`src/rtl/rgbr_pkg.sv`:
```
package rgbr_pkg;

  localparam int MaxRadius = 6;
  localparam int NumTaps   = 7;
  localparam int ChanW     = 8;
  localparam int NumChan   = 4;
  localparam int PixW      = ChanW * NumChan;
  localparam int WeightW   = 16;
  localparam int RadiusW   = 3;
  localparam int CfgIdxW   = 3;
  localparam int CfgDataW  = 16;
  localparam int QuotW     = 8;
  localparam int StepW     = $clog2(QuotW);

  typedef enum logic [CfgIdxW-1:0] {
    CFG_RADIUS   = 3'd0,
    CFG_WEIGHT_0 = 3'd1,
    CFG_WEIGHT_1 = 3'd2,
    CFG_WEIGHT_2 = 3'd3,
    CFG_WEIGHT_3 = 3'd4,
    CFG_WEIGHT_4 = 3'd5,
    CFG_WEIGHT_5 = 3'd6,
    CFG_WEIGHT_6 = 3'd7
  } cfg_idx_e;

  localparam logic [RadiusW-1:0] RadiusReset = 3'd2;
  localparam logic [NumTaps-1:0][WeightW-1:0] WeightReset = {
    16'd0, 16'd0, 16'd11, 16'd364, 16'd4435, 16'd19874, 16'd32768
  };

  typedef struct packed {
    logic [ChanW-1:0] red_in;
    logic [ChanW-1:0] green_in;
    logic [ChanW-1:0] blue_in;
    logic [ChanW-1:0] alpha_in;
    logic             row_end;
  } pix_in_t;

  typedef struct packed {
    logic [ChanW-1:0] red_out;
    logic [ChanW-1:0] green_out;
    logic [ChanW-1:0] blue_out;
    logic [ChanW-1:0] alpha_out;
    logic             row_last;
  } pix_out_t;

endpackage

```
`src/rtl/row_gaussian_blur_renormalized.sv`:
```
// an emitting pixel is pushed into the job queue as it is accepted; the back end pops a job
// only when idle, runs the one-tap-a-cycle mac loop and the 8-step serial divider, then
// registers each result when the output is free; a row end gives up to radius+1 results
// input is taken one cycle per pixel while the two-deep job queue has room
// reset: window, valid marks and pending count cleared, radius 2, default q1.15 taps
module row_gaussian_blur_renormalized #(
  parameter int MaxRadius = rgbr_pkg::MaxRadius
) (
  input  logic                            clk_i,
  input  logic                            rst_ni,
  input  logic                            in_valid_i,
  output logic                            in_stall_o,
  input  rgbr_pkg::pix_in_t               in_data_i,
  output logic                            out_valid_o,
  input  logic                            out_stall_i,
  output rgbr_pkg::pix_out_t              out_data_o,
  input  logic                            cfg_we_i,
  input  logic [rgbr_pkg::CfgIdxW-1:0]    cfg_idx_i,
  input  logic [rgbr_pkg::CfgDataW-1:0]   cfg_data_i
);

  localparam int Win   = 2 * MaxRadius + 1;
  localparam int IdxW  = $clog2(Win);
  localparam int PendW = $clog2(MaxRadius + 2);
  localparam int RadW  = $clog2(MaxRadius + 1);
  localparam int JobW  = Win * rgbr_pkg::PixW + Win + IdxW + PendW + 1;

  // configuration registers
  logic [rgbr_pkg::RadiusW-1:0]                      radius_q;
  logic [rgbr_pkg::NumTaps-1:0][rgbr_pkg::WeightW-1:0] weight_q;
  logic [RadW-1:0]                                   radius_eff;

  // front to queue
  logic                               in_accept, push;
  logic [Win-1:0][rgbr_pkg::PixW-1:0] f_win;
  logic [Win-1:0]                     f_vld;
  logic [IdxW-1:0]                    f_top;
  logic [PendW-1:0]                   f_cnt;
  logic                               f_last;

  // queue to back
  logic                               q_full, q_empty, pop;
  logic [JobW-1:0]                    q_rdata;
  logic [Win-1:0][rgbr_pkg::PixW-1:0] b_win;
  logic [Win-1:0]                     b_vld;
  logic [IdxW-1:0]                    b_top;
  logic [PendW-1:0]                   b_cnt;
  logic                               b_last;

  always_ff @(posedge clk_i or negedge rst_ni) begin
    if (!rst_ni) begin
      radius_q <= rgbr_pkg::RadiusReset;
      weight_q <= rgbr_pkg::WeightReset;
    end else if (cfg_we_i) begin
      case (cfg_idx_i)
        rgbr_pkg::CFG_RADIUS:   radius_q    <= cfg_data_i[rgbr_pkg::RadiusW-1:0];
        rgbr_pkg::CFG_WEIGHT_0: weight_q[0] <= cfg_data_i;
        rgbr_pkg::CFG_WEIGHT_1: weight_q[1] <= cfg_data_i;
        rgbr_pkg::CFG_WEIGHT_2: weight_q[2] <= cfg_data_i;
        rgbr_pkg::CFG_WEIGHT_3: weight_q[3] <= cfg_data_i;
        rgbr_pkg::CFG_WEIGHT_4: weight_q[4] <= cfg_data_i;
        rgbr_pkg::CFG_WEIGHT_5: weight_q[5] <= cfg_data_i;
        rgbr_pkg::CFG_WEIGHT_6: weight_q[6] <= cfg_data_i;
        default: begin
        end
      endcase
    end
  end

  // radius saturates at the window half width
  assign radius_eff = (int'(radius_q) > MaxRadius) ? RadW'(MaxRadius) : RadW'(radius_q);

  // front stalls only when the job queue is full
  assign in_stall_o = q_full;
  assign in_accept  = in_valid_i && !q_full;

  rgbr_front #(.MaxRadius(MaxRadius)) u_front (
    .clk_i      (clk_i),
    .rst_ni     (rst_ni),
    .accept_i   (in_accept),
    .pix_i      (in_data_i),
    .radius_i   (radius_eff),
    .push_o     (push),
    .job_win_o  (f_win),
    .job_vld_o  (f_vld),
    .job_top_o  (f_top),
    .job_cnt_o  (f_cnt),
    .job_last_o (f_last)
  );

  // each job carries its own window snapshot so the front can move on
  rgbr_fifo #(.Width(JobW), .Depth(2)) u_fifo (
    .clk_i   (clk_i),
    .rst_ni  (rst_ni),
    .push_i  (push),
    .wdata_i ({f_win, f_vld, f_top, f_cnt, f_last}),
    .pop_i   (pop),
    .rdata_o (q_rdata),
    .full_o  (q_full),
    .empty_o (q_empty)
  );

  assign {b_win, b_vld, b_top, b_cnt, b_last} = q_rdata;

  rgbr_back #(.MaxRadius(MaxRadius)) u_back (
    .clk_i       (clk_i),
    .rst_ni      (rst_ni),
    .job_valid_i (!q_empty),
    .pop_o       (pop),
    .job_win_i   (b_win),
    .job_vld_i   (b_vld),
    .job_top_i   (b_top),
    .job_cnt_i   (b_cnt),
    .job_last_i  (b_last),
    .radius_i    (radius_eff),
    .weight_i    (weight_q),
    .out_stall_i (out_stall_i),
    .out_valid_o (out_valid_o),
    .out_data_o  (out_data_o)
  );

endmodule

```
`src/rtl/rgbr_front.sv`:
```
module rgbr_front #(
  parameter int MaxRadius = rgbr_pkg::MaxRadius
) (
  input  logic                                         clk_i,
  input  logic                                         rst_ni,
  input  logic                                         accept_i,
  input  rgbr_pkg::pix_in_t                            pix_i,
  input  logic [$clog2(MaxRadius+1)-1:0]               radius_i,
  output logic                                         push_o,
  output logic [2*MaxRadius:0][rgbr_pkg::PixW-1:0]     job_win_o,
  output logic [2*MaxRadius:0]                         job_vld_o,
  output logic [$clog2(2*MaxRadius+1)-1:0]             job_top_o,
  output logic [$clog2(MaxRadius+2)-1:0]               job_cnt_o,
  output logic                                         job_last_o
);

  localparam int Win   = 2 * MaxRadius + 1;
  localparam int IdxW  = $clog2(Win);
  localparam int PendW = $clog2(MaxRadius + 2);

  logic [Win-1:0][rgbr_pkg::PixW-1:0] win_q;
  logic [Win-1:0]                     vld_q;
  logic [PendW-1:0]                   pend_q, pend_d;
  logic [PendW-1:0]                   pend_inc, r_ext, r_plus, n_end;
  logic [rgbr_pkg::PixW-1:0]          pix_word;

  assign pix_word = {pix_i.alpha_in, pix_i.blue_in, pix_i.green_in, pix_i.red_in};
  assign pend_inc = pend_q + PendW'(1);
  assign r_ext    = PendW'(radius_i);
  assign r_plus   = r_ext + PendW'(1);
  assign n_end    = (pend_inc > r_plus) ? r_plus : pend_inc;

  // job sees the window after the new pixel has shifted in
  assign job_win_o = {win_q[Win-2:0], pix_word};
  assign job_vld_o = {vld_q[Win-2:0], 1'b1};

  always_comb begin
    push_o     = 1'b0;
    job_top_o  = IdxW'(radius_i);
    job_cnt_o  = PendW'(1);
    job_last_o = 1'b0;
    pend_d     = pend_inc;
    if (pix_i.row_end) begin
      push_o     = accept_i;
      job_top_o  = IdxW'(n_end - PendW'(1));
      job_cnt_o  = n_end;
      job_last_o = 1'b1;
      pend_d     = '0;
    end else if (pend_inc > r_ext) begin
      push_o = accept_i;
      pend_d = r_ext;
    end
  end

  always_ff @(posedge clk_i or negedge rst_ni) begin
    if (!rst_ni) begin
      win_q  <= '0;
      vld_q  <= '0;
      pend_q <= '0;
    end else if (accept_i) begin
      pend_q <= pend_d;
      if (pix_i.row_end) begin
        win_q <= '0;
        vld_q <= '0;
      end else begin
        win_q <= job_win_o;
        vld_q <= job_vld_o;
      end
    end
  end

endmodule

```
`src/rtl/rgbr_fifo.sv`:
```
module rgbr_fifo #(
  parameter int Width = 8,
  parameter int Depth = 2
) (
  input  logic             clk_i,
  input  logic             rst_ni,
  input  logic             push_i,
  input  logic [Width-1:0] wdata_i,
  input  logic             pop_i,
  output logic [Width-1:0] rdata_o,
  output logic             full_o,
  output logic             empty_o
);

  localparam int PtrW = (Depth > 1) ? $clog2(Depth) : 1;
  localparam int CntW = $clog2(Depth + 1);

  logic [Width-1:0] mem_q [Depth];
  logic [PtrW-1:0]  wptr_q, rptr_q;
  logic [CntW-1:0]  cnt_q;

  assign full_o  = (cnt_q == CntW'(Depth));
  assign empty_o = (cnt_q == '0);
  assign rdata_o = mem_q[rptr_q];

  always_ff @(posedge clk_i) begin
    if (push_i) begin
      mem_q[wptr_q] <= wdata_i;
    end
  end

  always_ff @(posedge clk_i or negedge rst_ni) begin
    if (!rst_ni) begin
      wptr_q <= '0;
      rptr_q <= '0;
      cnt_q  <= '0;
    end else begin
      if (push_i) begin
        wptr_q <= (wptr_q == PtrW'(Depth - 1)) ? '0 : wptr_q + PtrW'(1);
      end
      if (pop_i) begin
        rptr_q <= (rptr_q == PtrW'(Depth - 1)) ? '0 : rptr_q + PtrW'(1);
      end
      if (push_i && !pop_i) begin
        cnt_q <= cnt_q + CntW'(1);
      end else if (pop_i && !push_i) begin
        cnt_q <= cnt_q - CntW'(1);
      end
    end
  end

endmodule

```
`src/rtl/rgbr_back.sv`:
```
module rgbr_back #(
  parameter int MaxRadius = rgbr_pkg::MaxRadius
) (
  input  logic                                                 clk_i,
  input  logic                                                 rst_ni,
  input  logic                                                 job_valid_i,
  output logic                                                 pop_o,
  input  logic [2*MaxRadius:0][rgbr_pkg::PixW-1:0]             job_win_i,
  input  logic [2*MaxRadius:0]                                 job_vld_i,
  input  logic [$clog2(2*MaxRadius+1)-1:0]                     job_top_i,
  input  logic [$clog2(MaxRadius+2)-1:0]                       job_cnt_i,
  input  logic                                                 job_last_i,
  input  logic [$clog2(MaxRadius+1)-1:0]                       radius_i,
  input  logic [rgbr_pkg::NumTaps-1:0][rgbr_pkg::WeightW-1:0]  weight_i,
  input  logic                                                 out_stall_i,
  output logic                                                 out_valid_o,
  output rgbr_pkg::pix_out_t                                   out_data_o
);

  localparam int Win   = 2 * MaxRadius + 1;
  localparam int IdxW  = $clog2(Win);
  localparam int SIdxW = IdxW + 2;
  localparam int PendW = $clog2(MaxRadius + 2);
  localparam int SumW  = rgbr_pkg::WeightW + $clog2(Win);
  localparam int AccW  = rgbr_pkg::ChanW + SumW;
  localparam int NCh   = rgbr_pkg::NumChan;
  localparam int ChW   = rgbr_pkg::ChanW;
  localparam int QW    = rgbr_pkg::QuotW;
  localparam int StW   = rgbr_pkg::StepW;

  typedef enum logic [1:0] {ST_IDLE, ST_ACC, ST_DIV, ST_OUT} state_e;

  function automatic logic [rgbr_pkg::WeightW-1:0] tap_weight(
    input logic [SIdxW-1:0]                                tap_dist,
    input logic [rgbr_pkg::NumTaps-1:0][rgbr_pkg::WeightW-1:0] w
  );
    logic [rgbr_pkg::WeightW-1:0] res;
    res = '0;
    for (int j = 0; j < rgbr_pkg::NumTaps; j++) begin
      if (int'(tap_dist) == j) begin
        res = w[j];
      end
    end
    return res;
  endfunction

  state_e                             state_q;
  logic [Win-1:0][rgbr_pkg::PixW-1:0] win_q;
  logic [Win-1:0]                     vld_q;
  logic [IdxW-1:0]                    centre_q, t_q, t_last;
  logic [PendW-1:0]                   left_q;
  logic                               last_q;
  logic [NCh-1:0][AccW-1:0]           acc_q, acc_n;
  logic [SumW-1:0]                    wsum_q, wsum_n;
  logic [AccW-1:0]                    dv_q;
  logic [NCh-1:0][QW-1:0]             quo_q;
  logic [StW-1:0]                     step_q;
  logic                               out_valid_q;
  rgbr_pkg::pix_out_t                 out_data_q;

  logic signed [SIdxW-1:0]            idx_s, d_s;
  logic [SIdxW-1:0]                   dist_abs;
  logic                               take;
  logic [rgbr_pkg::PixW-1:0]          pix_sel;
  logic [rgbr_pkg::WeightW-1:0]       w_sel;
  logic [NCh-1:0]                     ge;
  logic                               out_free;

  assign t_last = IdxW'(radius_i) + IdxW'(radius_i);
  assign idx_s  = $signed(SIdxW'(centre_q)) + $signed(SIdxW'(t_q))
                - $signed(SIdxW'(radius_i));
  assign d_s    = $signed(SIdxW'(t_q)) - $signed(SIdxW'(radius_i));
  assign dist_abs = (d_s < 0) ? SIdxW'(-d_s) : SIdxW'(d_s);
  assign take   = (idx_s >= 0) && (idx_s < $signed(SIdxW'(Win)))
               && vld_q[idx_s[IdxW-1:0]];
  assign pix_sel = take ? win_q[idx_s[IdxW-1:0]] : '0;
  assign w_sel   = take ? tap_weight(dist_abs, weight_i) : '0;
  assign wsum_n  = wsum_q + SumW'(w_sel);

  always_comb begin
    for (int c = 0; c < NCh; c++) begin
      acc_n[c] = acc_q[c] + AccW'(pix_sel[ChW*c +: ChW] * w_sel);
      ge[c]    = (acc_q[c] >= dv_q);
    end
  end

  assign pop_o       = (state_q == ST_IDLE) && job_valid_i;
  assign out_free    = !out_valid_q || !out_stall_i;
  assign out_valid_o = out_valid_q;
  assign out_data_o  = out_data_q;

  always_ff @(posedge clk_i or negedge rst_ni) begin
    if (!rst_ni) begin
      state_q     <= ST_IDLE;
      win_q       <= '0;
      vld_q       <= '0;
      centre_q    <= '0;
      t_q         <= '0;
      left_q      <= '0;
      last_q      <= 1'b0;
      acc_q       <= '0;
      wsum_q      <= '0;
      dv_q        <= '0;
      quo_q       <= '0;
      step_q      <= '0;
      out_valid_q <= 1'b0;
      out_data_q  <= '0;
    end else begin
      if ((state_q == ST_OUT) && out_free) begin
        out_valid_q <= 1'b1;
      end else if (!out_stall_i) begin
        out_valid_q <= 1'b0;
      end
      case (state_q)
        ST_IDLE: begin
          if (job_valid_i) begin
            win_q    <= job_win_i;
            vld_q    <= job_vld_i;
            centre_q <= job_top_i;
            left_q   <= job_cnt_i;
            last_q   <= job_last_i;
            t_q      <= '0;
            acc_q    <= '0;
            wsum_q   <= '0;
            state_q  <= ST_ACC;
          end
        end
        ST_ACC: begin
          acc_q  <= acc_n;
          wsum_q <= wsum_n;
          t_q    <= t_q + IdxW'(1);
          if (t_q == t_last) begin
            dv_q    <= AccW'(wsum_n) << (QW - 1);
            step_q  <= '0;
            state_q <= ST_DIV;
          end
        end
        ST_DIV: begin
          for (int c = 0; c < NCh; c++) begin
            if (ge[c]) begin
              acc_q[c] <= acc_q[c] - dv_q;
            end
            quo_q[c] <= {quo_q[c][QW-2:0], ge[c]};
          end
          dv_q   <= dv_q >> 1;
          step_q <= step_q + StW'(1);
          if (step_q == StW'(QW - 1)) begin
            state_q <= ST_OUT;
          end
        end
        ST_OUT: begin
          if (out_free) begin
            out_data_q.red_out   <= (wsum_q == '0) ? '0 : quo_q[0];
            out_data_q.green_out <= (wsum_q == '0) ? '0 : quo_q[1];
            out_data_q.blue_out  <= (wsum_q == '0) ? '0 : quo_q[2];
            out_data_q.alpha_out <= (wsum_q == '0) ? '0 : quo_q[3];
            out_data_q.row_last  <= last_q && (left_q == PendW'(1));
            if (left_q == PendW'(1)) begin
              state_q <= ST_IDLE;
            end else begin
              left_q   <= left_q - PendW'(1);
              centre_q <= centre_q - IdxW'(1);
              t_q      <= '0;
              acc_q    <= '0;
              wsum_q   <= '0;
              state_q  <= ST_ACC;
            end
          end
        end
        default: begin
          state_q <= ST_IDLE;
        end
      endcase
    end
  end

endmodule

```
`config.mk`:
```
export PLATFORM = sky130hd
export DESIGN_NAME = row_gaussian_blur_renormalized
export DESIGN_NICKNAME = d
export VERILOG_FILES = /design/src/rtl/rgbr_pkg.sv /design/src/rtl/row_gaussian_blur_renormalized.sv /design/src/rtl/rgbr_front.sv /design/src/rtl/rgbr_fifo.sv /design/src/rtl/rgbr_back.sv
export SDC_FILE = /design/constraint.sdc
export NUM_CORES = 2
export LEC_CHECK = 0
export BUFFER_PORTS_ARGS = -buffer_cell sky130_fd_sc_hd__buf_2
export CAP_MARGIN = 20
export CORE_MARGIN = 2
export CORE_UTILIZATION = 34
export CTS_BUF_LIST = sky130_fd_sc_hd__clkbuf_4 sky130_fd_sc_hd__clkbuf_8 sky130_fd_sc_hd__clkbuf_16
export DETAILED_ROUTE_END_ITERATION = 8
export PLACE_DENSITY = 0.45
export SYNTH_ARGS = -nofsm -noshare
export SYNTH_HDL_FRONTEND = slang
export SYNTH_HIERARCHICAL = 1
export SYNTH_SLANG_ARGS = --single-unit
```
`constraint.sdc`:
```
create_clock -name clk_i -period 37.3 [get_ports clk_i]
set_input_delay 3.73 -clock clk_i [delete_from_list [all_inputs] [get_ports clk_i]]
set_output_delay 3.73 -clock clk_i [all_outputs]
set_load 0.01 [all_outputs]
```
After elaboration in Yosys (flattened, before gate mapping)
Memory sizes are Yosys's and may differ from the RTL's. Cells that the tools add are included.

Reductions and logical operators: 42. Mux-type cells: 71. $mul: 4. Bitwise logic cells: 1. Eq/ne operators: 30. $add $sub $neg: 25. Order comparisons: 11.

Operators with widths (number): case mux 112 bit (4 select lines) (1); 2-to-1 mux 384 bit (1); 2-to-1 mux 112 bit (3); 2-to-1 mux 28 bit (5); binary-select mux 32 bit (select 4 bit) (1); 2-to-1 mux 16 bit (8); adder 28 x 24 -> 28 bit (4); >= comparator 28 bit (4); subtractor 28 bit (4); multiplier 8 x 16 -> 24 bit (4); 2-to-1 mux 32 bit (2); 2-to-1 mux 20 bit (3); case mux 20 bit (3 select lines) (1); case mux 28 bit (2 select lines) (1); 2-to-1 mux 8 bit (4); 2-to-1 mux 4 bit (7); AND reduction 4 bit (7); 2-to-1 mux 3 bit (9); AND reduction 2 bit (11); adder 20 x 16 -> 20 bit (1); zero test 20 bit (1); equality test 6 x 4 -> 1 bit, second input constant (3); != test 2 x 1 -> 1 bit, second input constant (8); equality test 3 bit, second input constant (5); 45 further kinds (86).

Bits of input ports: 57. Bits in registers: 1190. Memories: 1. Memory bits (writable): 872.

Memory list: u_fifo.mem_q (depth 2, bits a word 436, rd ports 1, clocked after memory_dff 0, write ports 1, line rgbr_fifo.sv:18) `logic [Width-1:0] mem_q [Depth];`.

Longest topological paths before layout
Depth in word-level cells: 17. Mapped depth: 36. Gate-level depth less buffers: 33.

By module
The synthesis kept the hierarchy.

By module, submodules not included: rgbr_back (cells each 5598, times used 1, area an instance 55871.1 µm², sequential area each 16791.1 µm²); rgbr_fifo (cells each 1376, times used 1, area an instance 32044.5 µm², sequential area each 26345.3 µm²); rgbr_front (cells each 1417, times used 1, area an instance 17192.7 µm², sequential area each 9984.6 µm²); row_gaussian_blur_renormalized (cells each 257, times used 1, area an instance 4614.4 µm², sequential area each 2906.5 µm²).

Least setup slack after synthesis
No wires, ideal clock.

Path type: input to register. Start: in in_valid_i. End: mem u_fifo/mem_q[0][0] (netlist bit), enable pin. Arrival time: 23.791 ns. Setup slack: 12.210 ns. Buffers on the path: 4. Stages: 7. Cells stage by stage: nor2b_1 buf_4 buf_4 buf_4 buf_2 o21a_1 nor2b_1.

Longest elaborated chain between the ends: 5.

RTL lines: from (decl) (line row_gaussian_blur_renormalized.sv:11) `input logic in_valid_i,`; logical AND 1 bit (*) (line row_gaussian_blur_renormalized.sv:75) `assign in_accept = in_valid_i && !q_full;`; 2-to-1 mux 1 bit (line rgbr_front.sv:49) `end else if (pend_inc > r_ext) begin`; 2-to-1 mux 1 bit (*) (line rgbr_front.sv:43) `if (pix_i.row_end) begin`; named net push (line row_gaussian_blur_renormalized.sv:34) `logic in_accept, push;`; 2-to-1 mux 1 bit (*) (line rgbr_fifo.sv:27) `if (push_i) begin`; 2-to-1 mux 1 bit (not written as such) (*) (line rgbr_fifo.sv:28) `mem_q[wptr_q] <= wdata_i;`; to (decl) (line rgbr_fifo.sv:18).

The timed path passes the listed nets; every way through them passes the cells marked *.

Final worst setup path
Start: reg radius_q[2] (netlist bit). End: reg u_back/acc_q[111] (netlist bit).

Longest elaborated chain between the ends: 17. Elaborated cells between the ends (all ways): 34. Those cells by class: add/sub: 4; mul: 1; order compare: 4; eq/ne: 6; mux: 16; reduce/logical: 3.

RTL lines: from (decl) (line row_gaussian_blur_renormalized.sv:29) `logic [rgbr_pkg::RadiusW-1:0] radius_q;`; from (signal assigned) (line row_gaussian_blur_renormalized.sv:52) `radius_q <= rgbr_pkg::RadiusReset;`; from (signal assigned) (line row_gaussian_blur_renormalized.sv:56) `rgbr_pkg::CFG_RADIUS: radius_q <= cfg_data_i[rgbr_pkg::RadiusW-1:0];`; > comparator 3 bit (*) (line row_gaussian_blur_renormalized.sv:71) `assign radius_eff = (int'(radius_q) > MaxRadius) ? RadW'(MaxRadius) : RadW'(radius_q);`; 2-to-1 mux 3 bit (*) (line row_gaussian_blur_renormalized.sv:71); named net radius_eff[0] (line row_gaussian_blur_renormalized.sv:31) `logic [RadW-1:0] radius_eff;`; subtractor 4 x 3 -> 5 bit (line rgbr_back.sv:72) `assign d_s = $signed(SIdxW'(t_q)) - $signed(SIdxW'(radius_i));`; negator 5 -> 6 bit / < comparator 5 x 1 -> 1 bit (equally long branches) (line rgbr_back.sv:73) `assign dist_abs = (d_s < 0) ? SIdxW'(-d_s) : SIdxW'(d_s);`; 2-to-1 mux 6 bit (line rgbr_back.sv:73); zero test 6 bit (line rgbr_back.sv:40) `if (int'(tap_dist) == j) begin`; 2-to-1 mux 16 bit (7 in series) (line rgbr_back.sv:40); 2-to-1 mux 16 bit (line rgbr_back.sv:77) `assign w_sel = take ? tap_weight(dist_abs, weight_i) : '0;`; multiplier 8 x 16 -> 24 bit (*) (line rgbr_back.sv:82) `acc_n[c] = acc_q[c] + AccW'(pix_sel[ChW*c +: ChW] * w_sel);`; adder 28 x 24 -> 28 bit (*) (line rgbr_back.sv:82); case mux 112 bit (4 select lines) (*) (line rgbr_back.sv:114) `case (state_q)`; to (signal assigned) (line rgbr_back.sv:129) `acc_q <= acc_n;`; to (signal, indexed assignment) (line rgbr_back.sv:141) `acc_q[c] <= acc_q[c] - dv_q;`; to (decl) (line rgbr_back.sv:53) `logic [NCh-1:0][AccW-1:0] acc_q, acc_n;`.

The timed path passes the listed nets; every way through them passes the cells marked *. The select of a mux whose other input is x is not followed. A chain may end at the register's enable or synchronous reset.

==> summary.md <==
| Metric | Value |
|---|---|
| I/O pin count | 92 |
| Period utilization | 32.2% |
| Synth-to-layout area growth | 11.2% |
| Iter 0 DRT Violations | 4307 |
| CORE AREA | 321000 um^2 |
| Total global routing overflow | 0 |
| Clk buf depth | 4 |
| Top cell type's share of synthesized area | 26.6% |
| Post-synth EDFFs | 874 |
| Largest net degree at the start of global routing | 173 |
| Mapped Nets | 9487 |
| 1st-pass router iterations | 6 |
| Die W | 572 um |
| All-Layer GR Usage | 18.3% |
| I/O Buffers | 91 |
| Status | finished, final reports clean |
| Crit end category | flip-flop |
| Final Slew Violations | 0 |
| ANT nets after route | 0 |
| Avg WL per Cell | 22.8 um |
| Final setup violation count | 0 |
| Vias in the first global route | 71.1k |
| Post-CTS resize count | 0 |
| Final RePlAce weighted congestion | 0.894 |
| HPWL Detailed | 190000 um |
| Synth area leader | dfrtp_1 |
| Fin nets | 9459 |
| RSZ-0062 raised after global routing | no |
| Main synth FF type | dfrtp_1 |
| Worst Path Required | 38.04 ns |
| CTS tree | built |
| Die area | 327000 um^2 |
| Die H | 572 um |
| Post-synth ARST share | 57.6% |
| Residual DRC | 0 |
| Avg Synthesized Cell Area | 12.7 um^2 |
| Crit path top cell by count | inv_1 |
| FF+latch count, synth | 2063 |
| Clk_lat worst skew | 0.93 ns |
| Slew margin rel. | 25.2% |
| Top cells by area, synth | dfrtp_1, edfxtp_1, mux2_2 |
| Drt total wl | 299000 um |
| Skew final | 0.116 ns |
| Type of the most critical hold path | flip-flop to flip-flop |
| Critical path's slowest cell | fa_4 |
| CTS root buf | clkbuf_16 |
| Yosys cell types | 112 |
| DP Area | 114000 um^2 |
| Worst-path fanout max | 36 |
| First-pass GRT wire length | 457000 um |
| Synthesized instance count | 8648 |
| Fin crit period | 12.00 ns |
| H-tree depth | 4 |
| Row count | 208 |
| Worst Tran Pin Value | 1.12 ns |
| CTS buffer count | 230 |
| Vias | 67.4k |
| Initial antenna violation count | 30 |
| Final Hold Vio Count | 0 |
| Fmax | 83.3 MHz |
| FILL cells | 31.0k |
| Max-cap violations | 0 |
| Post-CTS Hold Buffers | 0 |
| Vias/cell | 5.14 |
| Mapped cell area | 110000 um^2 |
| Proportion of layout cells with a drive suffix above 1 | 25.9% |
| Cell area after layout | 122000 um^2 |
| Crit Path Class | flip-flop to flip-flop |
| Post-route setup TNS | 0 ns |
| Startpoint types | flip-flop |
| WP data arrival | 12.74 ns |
| Setup repair bufs after CTS | 0 |
| Synth warnings | 6 |
| CP peak stage delay | 0.81 ns |
| Clock sink count | 2063 |
| Initial Utilization | 34.2% |
| Clock slew at reported path FFs | 0.06 ns |
| Post-synthesis sequential area ratio | 51.1% |
## sequential cells by signal, indices dropped and copies added (netlist names), 4 cells and up
register and flops:
u_back/centre_q 4, u_back/vld_q 13, u_front/vld_q 12, u_back/t_q 4, u_back/acc_q 112, u_back/win_q 416
u_back/wsum_q 20, weight_q 112, u_back/out_data_o 33, u_fifo/mem_q 874, u_front/job_win_o 384, u_back/quo_q 32
u_back/dv_q 27
## cell families (layout without fill, tap and decap cells)
group	Yosys count	in the layout	share of synthesized area (%)
flip-flops	2063	2063	51.1
AND/OR/NAND/NOR	1748	1748	7.83
AO/OA/AOI/OAI	1418	1418	9.61
buffers and inverters	1310	1473	5.21
multiplexers	1141	1141	12.9
adder cells (fa/ha/maj)	782	782	11.9
XOR/XNOR	185	185	1.48
other	1	7	0.00342
## cell usage in the layout, fill, tap and decap left out, types with 58 or more instances in the layout
cell type and n:
mux4_2 99, o21ai_0 176, clkbuf_16 234, buf_4 149
edfxtp_1 874, mux2_2 940, inv_1 789, a21o_1 81
a31o_2 377, xor2_1 61, clkbuf_4 60, nor2b_1 435
nand2_1 456, fa_1 432, nand3_1 72, mux2_4 70
xnor2_1 121, a22oi_1 65, dfrtp_1 1165, ha_1 346
a21oi_1 225, buf_2 90, nor2_1 483, nand2b_1 58
## worst max-delay path, delay by kind of cell (launching register included)
kind            cells  cell delay [ns]
fa+ha+maj           8             3.78
compound gates      7             2.66
flops               1             0.49
buf+inv             9             2.97
simple gates        7             1.28
mux                 2             0.57
## cell type report
class	instances	area (um^2)	area share, %
Sequential cell	2063	56000	45.9
Multi-Input combinational cell	5275	48200	39.5
Clock buffer	336	6880	5.64
Tap cell	4305	5390	4.41
Inverter	802	3020	2.47
Timing Repair Buffer	248	1760	1.44
Clock inverter	87	717	0.588
Antenna cell	6	15.0	0.0123
## worst paths after layout
| kind | startpoint | to | slack [ns] | cells after the start |
|---|---|---|---|---|
| worst max-delay path | radius_q[2]$_DFFE_PN0P_ | u_back/acc_q[111]$_DFFE_PN0P_ | 25.30 | 33 |
| worst min-delay path | u_front/job_win_o[81]$_DFFE_PN0P_ | u_fifo/mem_q[1][102]$_DFFE_PP_ | 0.42 | 0 |
| worst max register to register | radius_q[2]$_DFFE_PN0P_ | u_back/acc_q[111]$_DFFE_PN0P_ | 25.30 | 33 |
| worst min register to register | u_front/job_win_o[81]$_DFFE_PN0P_ | u_fifo/mem_q[1][102]$_DFFE_PP_ | 0.42 | 0 |
| max in group asynchronous | rst_ni | u_front/job_win_o[195]$_DFFE_PN0P_ | 30.11 | 6 |
| min in group asynchronous | rst_ni | weight_q[31]$_DFFE_PN0P_ | 2.87 | 1 |
## cells in the mapped netlist, types with 23 or more instances
| cell type | number |
|---|---|
| dfrtp_1 | 1166 |
| mux2_2 | 940 |
| edfxtp_1 | 874 |
| inv_1 | 789 |
| nor2_1 | 486 |
| nand2_1 | 457 |
| nor2b_1 | 438 |
| fa_1 | 433 |
| a31o_2 | 377 |
| ha_1 | 349 |
| clkbuf_1 | 266 |
| a21oi_1 | 225 |
| o21ai_0 | 177 |
| xnor2_1 | 122 |
| buf_2 | 108 |
| mux4_2 | 99 |
| a21o_1 | 81 |
| nand3_1 | 72 |
| mux2_4 | 70 |
| a22oi_1 | 65 |
| xor2_1 | 63 |
| buf_6 | 62 |
| nand2b_1 | 58 |
| nor3_1 | 51 |
| o31ai_1 | 51 |
| a211oi_1 | 47 |
| a22o_1 | 47 |
| or2_2 | 43 |
| buf_4 | 42 |
| and3_1 | 41 |
| a31oi_1 | 37 |
| o21a_1 | 36 |
| a31o_1 | 33 |
| o22ai_1 | 31 |
| mux2i_1 | 28 |
| buf_1 | 25 |
| dfstp_2 | 23 |
## layer usage
metal / global-route usage [%] / up-vias / wire length (um) / share of wire (%)
met1: 25.5 / 35200 / 139000 / 47
met4: 4.47 / 6 / 7880 / 2.6
met5: 0 / - / 42 / 0.014
li1: - / 30500 / - / -
met3: 2.25 / 403 / 11700 / 3.9
met2: 30.1 / 1359 / 140000 / 47
## stage by stage
stage | hold WS [ns] | worst slack (ns) | std cells | util, %
6_report | 0.417 | 25.30 | 13100 | 38.0
5_1_grt | 0.424 | 24.57 | 13100 | 38.0
4_1_cts | 0.407 | 25.32 | 13100 | 38.0
3_5_place_dp | 0.447 | 25.35 | 12700 | 35.6
3_3_place_gp | 0.441 | 25.41 | 12700 | 35.6
2_1_floorplan | 0.434 | 12.21 | 8648 | -
Power is not shown: default switching activity piles up to over one toggle a cycle in this logic, so the estimate is an artifact.
